## src/design/wpr_pkg.sv

```systemverilog
// ----------------------------------------------------------------------------
// wpr_pkg
// shared types and constants of the partial product reducer
// ----------------------------------------------------------------------------
package wpr_pkg;

    localparam int unsigned XLEN = 32;
    localparam int unsigned PLEN = 64;

    typedef logic [XLEN-1:0] t_opnd;
    typedef logic [PLEN-1:0] t_row;
    typedef logic [1:0]      t_op;

    // operation codes
    localparam t_op OP_SIGNED   = 2'd0;
    localparam t_op OP_NEG_LO   = 2'd1;
    localparam t_op OP_NEG_HI   = 2'd2;
    localparam t_op OP_UNSIGNED = 2'd3;

    // flags that travel with a word down the pipeline
    typedef struct packed {
        logic fill;       // sign-fill the rows
        logic hi_sel;     // high half select
        logic neg;        // product is negative
    } t_flags;

endpackage

```

## src/design/wpr_in_if.sv

```systemverilog
// ----------------------------------------------------------------------------
// wpr_in_if
// input channel: two operands and an operation code
// ----------------------------------------------------------------------------
interface wpr_in_if;
    logic          valid;
    logic          ready;
    wpr_pkg::t_opnd operand_a;
    wpr_pkg::t_opnd operand_b;
    wpr_pkg::t_op   operation;

    modport source (output valid, operand_a, operand_b, operation, input ready);
    modport sink   (input valid, operand_a, operand_b, operation, output ready);
endinterface

```

## src/design/wpr_out_if.sv

```systemverilog
// ----------------------------------------------------------------------------
// wpr_out_if
// output channel: five carry-save rows and two flags
// ----------------------------------------------------------------------------
interface wpr_out_if;
    logic          valid;
    logic          ready;
    wpr_pkg::t_row row_sum_a;
    wpr_pkg::t_row row_carry_a;
    wpr_pkg::t_row row_sum_b;
    wpr_pkg::t_row row_carry_b;
    wpr_pkg::t_row row_leftover;
    logic          high_half_select;
    logic          result_negative;

    modport source (output valid, row_sum_a, row_carry_a, row_sum_b, row_carry_b,
                    row_leftover, high_half_select, result_negative, input ready);
    modport sink   (input valid, row_sum_a, row_carry_a, row_sum_b, row_carry_b,
                    row_leftover, high_half_select, result_negative, output ready);
endinterface

```

## src/design/wpr_csa3.sv

```systemverilog
// ----------------------------------------------------------------------------
// wpr_csa3
// 64-bit 3:2 carry-save adder, carry shifted up one bit
// ----------------------------------------------------------------------------
module wpr_csa3 (
    input  wpr_pkg::t_row i_x,
    input  wpr_pkg::t_row i_y,
    input  wpr_pkg::t_row i_z,
    output wpr_pkg::t_row o_s,
    output wpr_pkg::t_row o_c
);

    wpr_pkg::t_row w_t;
    wpr_pkg::t_row w_maj;

    assign w_t   = i_x ^ i_y;
    assign w_maj = (i_x & i_y) | (w_t & i_z);
    assign o_s   = w_t ^ i_z;
    // carry out of the top bit is dropped
    assign o_c   = {w_maj[wpr_pkg::PLEN-2:0], 1'b0};

endmodule

```

## src/design/wpr_prep.sv

```systemverilog
// ----------------------------------------------------------------------------
// wpr_prep
// operand adjustment by operation code and sign flags
// ----------------------------------------------------------------------------
module wpr_prep (
    input  wpr_pkg::t_opnd  i_a,
    input  wpr_pkg::t_opnd  i_b,
    input  wpr_pkg::t_op    i_op,
    output wpr_pkg::t_opnd  o_a,
    output wpr_pkg::t_opnd  o_b,
    output wpr_pkg::t_flags o_flags
);

    localparam int unsigned MSB = wpr_pkg::XLEN - 1;

    logic w_negate;
    logic w_sgn;

    always_comb begin
        w_negate = ((i_op == wpr_pkg::OP_NEG_LO) || (i_op == wpr_pkg::OP_NEG_HI))
                   && i_a[MSB] && i_b[MSB];
        w_sgn    = (i_op != wpr_pkg::OP_UNSIGNED) && !w_negate;
        // both negative: two's complement of both, then unsigned
        o_a      = w_negate ? (~i_a + wpr_pkg::t_opnd'(1)) : i_a;
        o_b      = w_negate ? (~i_b + wpr_pkg::t_opnd'(1)) : i_b;
        o_flags.fill   = w_sgn && o_a[MSB];
        o_flags.hi_sel = (i_op != wpr_pkg::OP_NEG_LO);
        o_flags.neg    = w_sgn && (o_a[MSB] != o_b[MSB]);
    end

endmodule

```

## src/design/wallace_partial_product_reducer.sv

```systemverilog
// ----------------------------------------------------------------------------
// wallace_partial_product_reducer
// carry-save reduction of the 32 partial products of a 32x32 multiply
// ----------------------------------------------------------------------------
// Takes one word per cycle and gives one result word per cycle while the
// output side does not stall. The work is split into four register stages:
// operand adjustment (the 32-bit negation), row generation with the first
// adder level, adder levels two and three, and levels four and five into
// the output register. Every stage holds its own valid bit and moves on
// whenever the stage after it is empty or moving, so a stalled output holds
// its word while earlier stages keep filling and no word is lost or
// repeated. The five rows still need a final carry-propagate add outside
// this block.
// ----------------------------------------------------------------------------
module wallace_partial_product_reducer (
    input  logic          i_clk,
    input  logic          i_rst_n,
    wpr_in_if.sink        i_in,
    wpr_out_if.source     o_out
);

    // ---------------- pipeline control ----------------
    logic r_v1, r_v2, r_v3, r_v4;
    logic w_rdy1, w_rdy2, w_rdy3, w_rdy4;

    assign w_rdy4 = !r_v4 || o_out.ready;
    assign w_rdy3 = !r_v3 || w_rdy4;
    assign w_rdy2 = !r_v2 || w_rdy3;
    assign w_rdy1 = !r_v1 || w_rdy2;

    assign i_in.ready  = w_rdy1;
    assign o_out.valid = r_v4;

    always_ff @(posedge i_clk) begin
        if (!i_rst_n) begin
            r_v1 <= 1'b0;
            r_v2 <= 1'b0;
            r_v3 <= 1'b0;
            r_v4 <= 1'b0;
        end else begin
            if (w_rdy1) r_v1 <= i_in.valid;
            if (w_rdy2) r_v2 <= r_v1;
            if (w_rdy3) r_v3 <= r_v2;
            if (w_rdy4) r_v4 <= r_v3;
        end
    end

    // ---------------- stage 1: operand adjustment ----------------
    wpr_pkg::t_opnd  w_adj_a, w_adj_b;
    wpr_pkg::t_flags w_flags0;
    wpr_pkg::t_opnd  r_a1, r_b1;
    wpr_pkg::t_flags r_f1;

    wpr_prep u_prep (
        .i_a     (i_in.operand_a),
        .i_b     (i_in.operand_b),
        .i_op    (i_in.operation),
        .o_a     (w_adj_a),
        .o_b     (w_adj_b),
        .o_flags (w_flags0)
    );

    always_ff @(posedge i_clk) begin
        if (w_rdy1) begin
            r_a1 <= w_adj_a;
            r_b1 <= w_adj_b;
            r_f1 <= w_flags0;
        end
    end

    // ---------------- stage 2: rows and first adder level ----------------
    wpr_pkg::t_row w_rows [0:31];
    wpr_pkg::t_row w_s1   [0:19];
    wpr_pkg::t_row r_s1   [0:19];
    wpr_pkg::t_row r_row30, r_row31;
    wpr_pkg::t_flags r_f2;

    genvar gi;
    generate
        for (gi = 0; gi < wpr_pkg::XLEN; gi++) begin : g_rows
            // operand shifted by its bit place, sign fill above it
            assign w_rows[gi] = ({{wpr_pkg::XLEN{r_f1.fill}}, r_a1} << gi)
                                & {wpr_pkg::PLEN{r_b1[gi]}};
        end
        for (gi = 0; gi < 10; gi++) begin : g_lvl1
            wpr_csa3 u_csa (
                .i_x (w_rows[3*gi]),
                .i_y (w_rows[3*gi+1]),
                .i_z (w_rows[3*gi+2]),
                .o_s (w_s1[2*gi]),
                .o_c (w_s1[2*gi+1])
            );
        end
    endgenerate

    always_ff @(posedge i_clk) begin
        if (w_rdy2) begin
            r_s1    <= w_s1;
            r_row30 <= w_rows[30];
            r_row31 <= w_rows[31];
            r_f2    <= r_f1;
        end
    end

    // ---------------- stage 3: adder levels two and three ----------------
    wpr_pkg::t_row w_s2 [0:13];
    wpr_pkg::t_row w_s3 [0:9];
    wpr_pkg::t_row r_s3 [0:9];
    wpr_pkg::t_flags r_f3;

    generate
        for (gi = 0; gi < 6; gi++) begin : g_lvl2
            wpr_csa3 u_csa (
                .i_x (r_s1[3*gi]),
                .i_y (r_s1[3*gi+1]),
                .i_z (r_s1[3*gi+2]),
                .o_s (w_s2[2*gi]),
                .o_c (w_s2[2*gi+1])
            );
        end
        for (gi = 0; gi < 4; gi++) begin : g_lvl3
            wpr_csa3 u_csa (
                .i_x (w_s2[3*gi]),
                .i_y (w_s2[3*gi+1]),
                .i_z (w_s2[3*gi+2]),
                .o_s (w_s3[2*gi]),
                .o_c (w_s3[2*gi+1])
            );
        end
    endgenerate

    // last pair of level one picks up row thirty
    wpr_csa3 u_csa_l2_tail (
        .i_x (r_s1[18]),
        .i_y (r_s1[19]),
        .i_z (r_row30),
        .o_s (w_s2[12]),
        .o_c (w_s2[13])
    );

    // and row thirty-one joins one level later
    wpr_csa3 u_csa_l3_tail (
        .i_x (w_s2[12]),
        .i_y (w_s2[13]),
        .i_z (r_row31),
        .o_s (w_s3[8]),
        .o_c (w_s3[9])
    );

    always_ff @(posedge i_clk) begin
        if (w_rdy3) begin
            r_s3 <= w_s3;
            r_f3 <= r_f2;
        end
    end

    // ---------------- stage 4: adder levels four and five ----------------
    wpr_pkg::t_row w_s4 [0:5];
    wpr_pkg::t_row w_s5 [0:3];

    generate
        for (gi = 0; gi < 3; gi++) begin : g_lvl4
            wpr_csa3 u_csa (
                .i_x (r_s3[3*gi]),
                .i_y (r_s3[3*gi+1]),
                .i_z (r_s3[3*gi+2]),
                .o_s (w_s4[2*gi]),
                .o_c (w_s4[2*gi+1])
            );
        end
        for (gi = 0; gi < 2; gi++) begin : g_lvl5
            wpr_csa3 u_csa (
                .i_x (w_s4[3*gi]),
                .i_y (w_s4[3*gi+1]),
                .i_z (w_s4[3*gi+2]),
                .o_s (w_s5[2*gi]),
                .o_c (w_s5[2*gi+1])
            );
        end
    endgenerate

    // output register
    wpr_pkg::t_row r_sum_a, r_carry_a, r_sum_b, r_carry_b, r_leftover;
    logic          r_hi_sel, r_neg;

    always_ff @(posedge i_clk) begin
        if (w_rdy4) begin
            r_sum_a    <= w_s5[0];
            r_carry_a  <= w_s5[1];
            r_sum_b    <= w_s5[2];
            r_carry_b  <= w_s5[3];
            // level three carry skips the last two levels
            r_leftover <= r_s3[9];
            r_hi_sel   <= r_f3.hi_sel;
            r_neg      <= r_f3.neg;
        end
    end

    assign o_out.row_sum_a        = r_sum_a;
    assign o_out.row_carry_a      = r_carry_a;
    assign o_out.row_sum_b        = r_sum_b;
    assign o_out.row_carry_b      = r_carry_b;
    assign o_out.row_leftover     = r_leftover;
    assign o_out.high_half_select = r_hi_sel;
    assign o_out.result_negative  = r_neg;

endmodule

```

## src/flat_wrapper.sv

```systemverilog
// flat-port wrapper written by rule: the top's interface ports become plain ports
module wallace_partial_product_reducer_flat 
  (i_clk, i_rst_n, i_in_valid, i_in_operand_a, i_in_operand_b, i_in_operation, i_in_ready, o_out_valid, o_out_row_sum_a, o_out_row_carry_a, o_out_row_sum_b, o_out_row_carry_b, o_out_row_leftover, o_out_high_half_select, o_out_result_negative, o_out_ready);
  wpr_in_if i_in_i ();
  wpr_out_if o_out_i ();
  input  logic i_clk;
  input  logic i_rst_n;
  input wire logic [$bits(i_in_i.valid)-1:0] i_in_valid;
  input wire logic [$bits(i_in_i.operand_a)-1:0] i_in_operand_a;
  input wire logic [$bits(i_in_i.operand_b)-1:0] i_in_operand_b;
  input wire logic [$bits(i_in_i.operation)-1:0] i_in_operation;
  output wire logic [$bits(i_in_i.ready)-1:0] i_in_ready;
  output wire logic [$bits(o_out_i.valid)-1:0] o_out_valid;
  output wire logic [$bits(o_out_i.row_sum_a)-1:0] o_out_row_sum_a;
  output wire logic [$bits(o_out_i.row_carry_a)-1:0] o_out_row_carry_a;
  output wire logic [$bits(o_out_i.row_sum_b)-1:0] o_out_row_sum_b;
  output wire logic [$bits(o_out_i.row_carry_b)-1:0] o_out_row_carry_b;
  output wire logic [$bits(o_out_i.row_leftover)-1:0] o_out_row_leftover;
  output wire logic [$bits(o_out_i.high_half_select)-1:0] o_out_high_half_select;
  output wire logic [$bits(o_out_i.result_negative)-1:0] o_out_result_negative;
  input wire logic [$bits(o_out_i.ready)-1:0] o_out_ready;
  assign i_in_i.valid = i_in_valid;
  assign i_in_i.operand_a = i_in_operand_a;
  assign i_in_i.operand_b = i_in_operand_b;
  assign i_in_i.operation = i_in_operation;
  assign i_in_ready = i_in_i.ready;
  assign o_out_valid = o_out_i.valid;
  assign o_out_row_sum_a = o_out_i.row_sum_a;
  assign o_out_row_carry_a = o_out_i.row_carry_a;
  assign o_out_row_sum_b = o_out_i.row_sum_b;
  assign o_out_row_carry_b = o_out_i.row_carry_b;
  assign o_out_row_leftover = o_out_i.row_leftover;
  assign o_out_high_half_select = o_out_i.high_half_select;
  assign o_out_result_negative = o_out_i.result_negative;
  assign o_out_i.ready = o_out_ready;
  wallace_partial_product_reducer u_core (.i_clk(i_clk), .i_rst_n(i_rst_n), .i_in(i_in_i), .o_out(o_out_i));
endmodule
```

## config.mk

```make
export PLATFORM = sky130hd
export DESIGN_NAME = wallace_partial_product_reducer_flat
export DESIGN_NICKNAME = d
export VERILOG_FILES = /design/src/design/wpr_pkg.sv /design/src/design/wpr_in_if.sv /design/src/design/wpr_out_if.sv /design/src/design/wpr_csa3.sv /design/src/design/wpr_prep.sv /design/src/design/wallace_partial_product_reducer.sv /design/src/flat_wrapper.sv
export SDC_FILE = /design/constraint.sdc
export NUM_CORES = 2
export LEC_CHECK = 0
export ABC_CLOCK_PERIOD_IN_PS = 28100
export BUFFER_PORTS_ARGS = -buffer_cell sky130_fd_sc_hd__buf_2
export CORE_MARGIN = 5
export CORE_UTILIZATION = 31
export CTS_CLUSTER_DIAMETER = 100
export DETAILED_ROUTE_END_ITERATION = 12
export GPL_TIMING_DRIVEN = 1
export HOLD_SLACK_MARGIN = 0.1
export SETUP_SLACK_MARGIN = 0.3
export SLEW_MARGIN = 0
export SYNTH_ARGS = -nofsm -noshare
export SYNTH_HDL_FRONTEND = slang
export SYNTH_HIERARCHICAL = 1
export SYNTH_SLANG_ARGS = --single-unit
```

## constraint.sdc

```tcl
create_clock -name i_clk -period 28.1 [get_ports i_clk]
set_input_delay 4.215 -clock i_clk [delete_from_list [all_inputs] [get_ports i_clk]]
set_output_delay 4.215 -clock i_clk [all_outputs]
set_load 0.02 [all_outputs]
```

==> summary.txt <==
Logic synthesis
  – Post-synthesis sequential area ratio: 0.619
  – Seq cells post-synth: 2383
  – Synthesized instance count: 5675
  – Ys Warns: 6
  – EDFF count, synth: 2379
  – Async SR Flop Fraction: 0
  – Mean Syn Cell Area: 20.4 µm²
  – Synth Cell Area: 116000 µm²
  – Main synth FF type: edfxtp_1
  – Synth cell types: 46

Clocking
  – CTS Buf Count: 277
  – CTS resizes: 0
  – TritonCTS Sinks: 2383
  – Cts hold-fix bufs: 0
  – H-Tree Depth: 5
  – Skew-Pair Late Insertion Delay: 0.89 ns
  – # Post-CTS Setup Buffers: 0
  – Root Driver: clkbuf_16
  – TritonCTS clock tree: yes
  – Clock buffer depth: 4
  – Reg clk slew, reported paths: about 0.060 ns

Final layout
  – Share of cells above drive strength 1: 0.131
  – Syn-to-layout area delta: 16.3%
  – Filler cells: 34256
  – Post-route insts no fill: 11934
  – Final nets: 8495
  – Design area: 134000 µm²

Power and ir drop
  – P per Cell Area: about 100 nW/µm²
  – Worst vdd ir: around 0.000085 V
  – Leakage power: around 54 nW
  – Clock group share of total power: 0.249
  – Reg power frac: 0.424
  – Net Sw Frac: 0.342
  – Sw Pwr: 4.81 mW
  – Power share of the combinational group: 0.327
  – P_int: 9.28 mW

STA
  – RSZ-0062 raised after global routing: no
  – Max-slew violations: 0
  – Fin. Hold Viols: 0
  – Setup violators final: 0
  – Final cycle utilization of the critical path: 0.339
  – Max Freq: ~0.10 GHz
  – Fin Setup TNS: 0 ns
  – Layout Skew: approximately 0.052 ns
  – Worst slew pin tran: 1.16 ns
  – Slew Limit Headroom: 0.224
  – Post-layout min period: 9.52 ns
  – Hold slack: 0.401 ns

Run status
  – Status: finished, final reports clean

Detailed routing
  – DR vias: around 50000
  – DR WL/cell: 21.9 µm
  – Drt first pass iters: 6
  – Final wirelength: 261000 µm
  – Initial drt markers: 3529
  – Post-route ant nets: 0
  – Vias per std cell: around 4.3
  – # DRC: 0

Min path
  – HP Class: register to register

GRT
  – GR Overflow Total: 0
  – Pin count of the biggest net entering global routing: 173
  – Initial antenna violation count: 40
  – Number of global-route vias before repair: 59094
  – Total track usage: 0.138
  – First-pass GRT wire length: 395000 µm

Floorplan
  – Core Footprint: 372000 µm²
  – # IOs: 394
  – Die Wd: 621 µm
  – Die Area: 385000 µm²
  – Die Span Y: 621 µm
  – Initial Utilization: 0.311
  – FP Rows: 224

Placed design
  – Dpl hpwl: 185000 µm
  – Port bufs: 393
  – RePlAce Congestion: 0.807
  – DP Area: 126000 µm²
  – Placed Instances: 11413

Setup path
  – Crit-path max FO: 20
  – Crit start category: input port
  – Worst endpoint required time: 23.89 ns
  – CP Capture Type: output pin
  – CP arrival: 5.31 ns
  – Critical path type: input port to output pin

Flow run
  – Max-Cap Viols: 0
[per-stage QoR]
stage,total power [mW],setup WS (ns),util
after global placement,10.8,18.55,0.338
after floorplan,8.00,8.39,-
final,14.1,18.58,0.361
after global routing,15.0,18.51,0.361
after detailed placement,10.9,18.52,0.338
after CTS,14.5,18.52,0.361
[cells in the mapped netlist, types with 2 or more instances]
cell type | n | area [µm²]
o21a_1 | 3 | 22.5
or2_2 | 2 | 12.5
xor2_1 | 23 | 201
nor2_1 | 22 | 82.6
nand3_1 | 6 | 30.0
or4_1 | 6 | 45.0
nand2_1 | 15 | 56.3
nand3b_1 | 2 | 15.0
xnor2_1 | 33 | 289
and3_1 | 2 | 12.5
conb_1 | 28 | 105
a41oi_1 | 6 | 52.6
buf_4 | 29 | 218
ha_1 | 4 | 50.1
nor3b_1 | 2 | 15.0
fa_1 | 1701 | 34100
dfxtp_1 | 4 | 80.1
and2_1 | 1057 | 6610
nand4_1 | 2 | 12.5
edfxtp_1 | 2379 | 71400
a21oi_1 | 9 | 45.0
nor4_1 | 11 | 68.8
clkbuf_1 | 192 | 721
buf_2 | 15 | 75.1
o31ai_1 | 11 | 82.6
o41ai_1 | 6 | 52.6
a31oi_1 | 12 | 75.1
inv_1 | 14 | 52.6
nand2b_1 | 2 | 12.5
or3_1 | 10 | 62.6
nor3_1 | 14 | 70.1
xor3_1 | 27 | 642
o21ai_0 | 13 | 65.1
[state kept, by name, indices dropped and copies added (netlist names)]
register and count:
u_core/o_out.high_half_select 1, u_core/o_out.result_negative 1, u_core/o_out.row_carry_a 64, u_core/o_out.row_carry_b 64, u_core/o_out.row_leftover 64, u_core/o_out.row_sum_a 64, u_core/o_out.row_sum_b 64, u_core/o_out.valid 1
u_core/r_a1 32, u_core/r_b1 32, u_core/r_f1 3, u_core/r_f2 2, u_core/r_f3 2, u_core/r_row30 33, u_core/r_row31 33, u_core/r_s1 1280
u_core/r_s3 640, u_core/r_v1 1, u_core/r_v2 1, u_core/r_v3 1
[power groups by stage]
stage,logic [mW],clock network [mW],registers (mW)
3_5_place_dp,4.79,0,6.07
4_1_cts,4.83,3.63,6.01
5_1_grt,5.14,3.78,6.11
3_3_place_gp,4.76,0,6.04
2_1_floorplan,1.82,0,6.18
6_report,4.60,3.51,5.98
[per-layer routing]
layer	track usage	wire, µm
met5	0	8
met4	0.0437	9140
met3	0.0287	16400
met2	0.221	124000
met1	0.190	111000
[worst paths after layout]
check	from	endpoint	slack, ns	cells after the start
max	o_out_ready	i_in_ready	18.58	4
min	u_core/r_s3[24]$_DFFE_PP_	u_core/o_out.row_leftover[24]$_DFFE_PP_	0.40	0
max reg2reg	u_core/o_out.valid$_SDFFE_PN0P_	u_core/r_s3[461]$_DFFE_PP_	23.68	6
min reg2reg	u_core/r_s3[24]$_DFFE_PP_	u_core/o_out.row_leftover[24]$_DFFE_PP_	0.40	0
[placed cells by master, fill, tap and decap left out, types with 8 or more instances in the layout]
cell type / synthesis / routed
nor4_1: 11 / 9
bufinv_16: 0 / 19
o31ai_1: 11 / 11
xor2_1: 23 / 23
and2_1: 1057 / 1049
conb_1: 28 / 523
buf_4: 29 / 110
fa_1: 1701 / 1701
nor2_1: 22 / 22
xor3_1: 27 / 27
xnor2_1: 33 / 33
a21oi_1: 9 / 9
clkbuf_1: 192 / 54
buf_2: 15 / 393
edfxtp_1: 2379 / 2379
diode_2: 0 / 23
inv_1: 14 / 12
nand2_1: 15 / 14
a31oi_1: 12 / 12
clkinv_1: 0 / 66
nor3_1: 14 / 12
and2_2: 0 / 8
o21ai_0: 13 / 13
clkbuf_16: 0 / 284
clkinv_2: 0 / 42
inv_6: 0 / 9
or3_1: 10 / 10
[worst max-delay path, stage by stage]
cell and delay, ns:
buf_2 0.11, and4b_2 0.39, nand2_4 0.30, buf_2 0.29
[cell type report]
type	instances	area (µm²)	share of cell area
flip-flops and latches	2383	71500	0.532
repair buffers	507	2870	0.0214
clock inverters	160	1470	0.0110
inverters	15	78.8	0.000586
multi-input cells	3536	44900	0.334
clock buffers	338	7310	0.0544
well taps	4972	6220	0.0463
diodes	23	57.6	0.000428
[cell families (layout without fill, tap and decap cells)]
group,after synthesis,count (layout),synth area share
AOI/OAI and AO/OA,64,64,0.00372
xor gates and xnor gates,83,83,0.00980
adders and majority gates,1705,1705,0.295
buffers and inverters,251,1020,0.00926
DFF,2383,2383,0.619
other,28,546,0.000910
and+or+nand+nor,1161,1161,0.0622
Note: power is estimated with default switching activity, not from simulation.
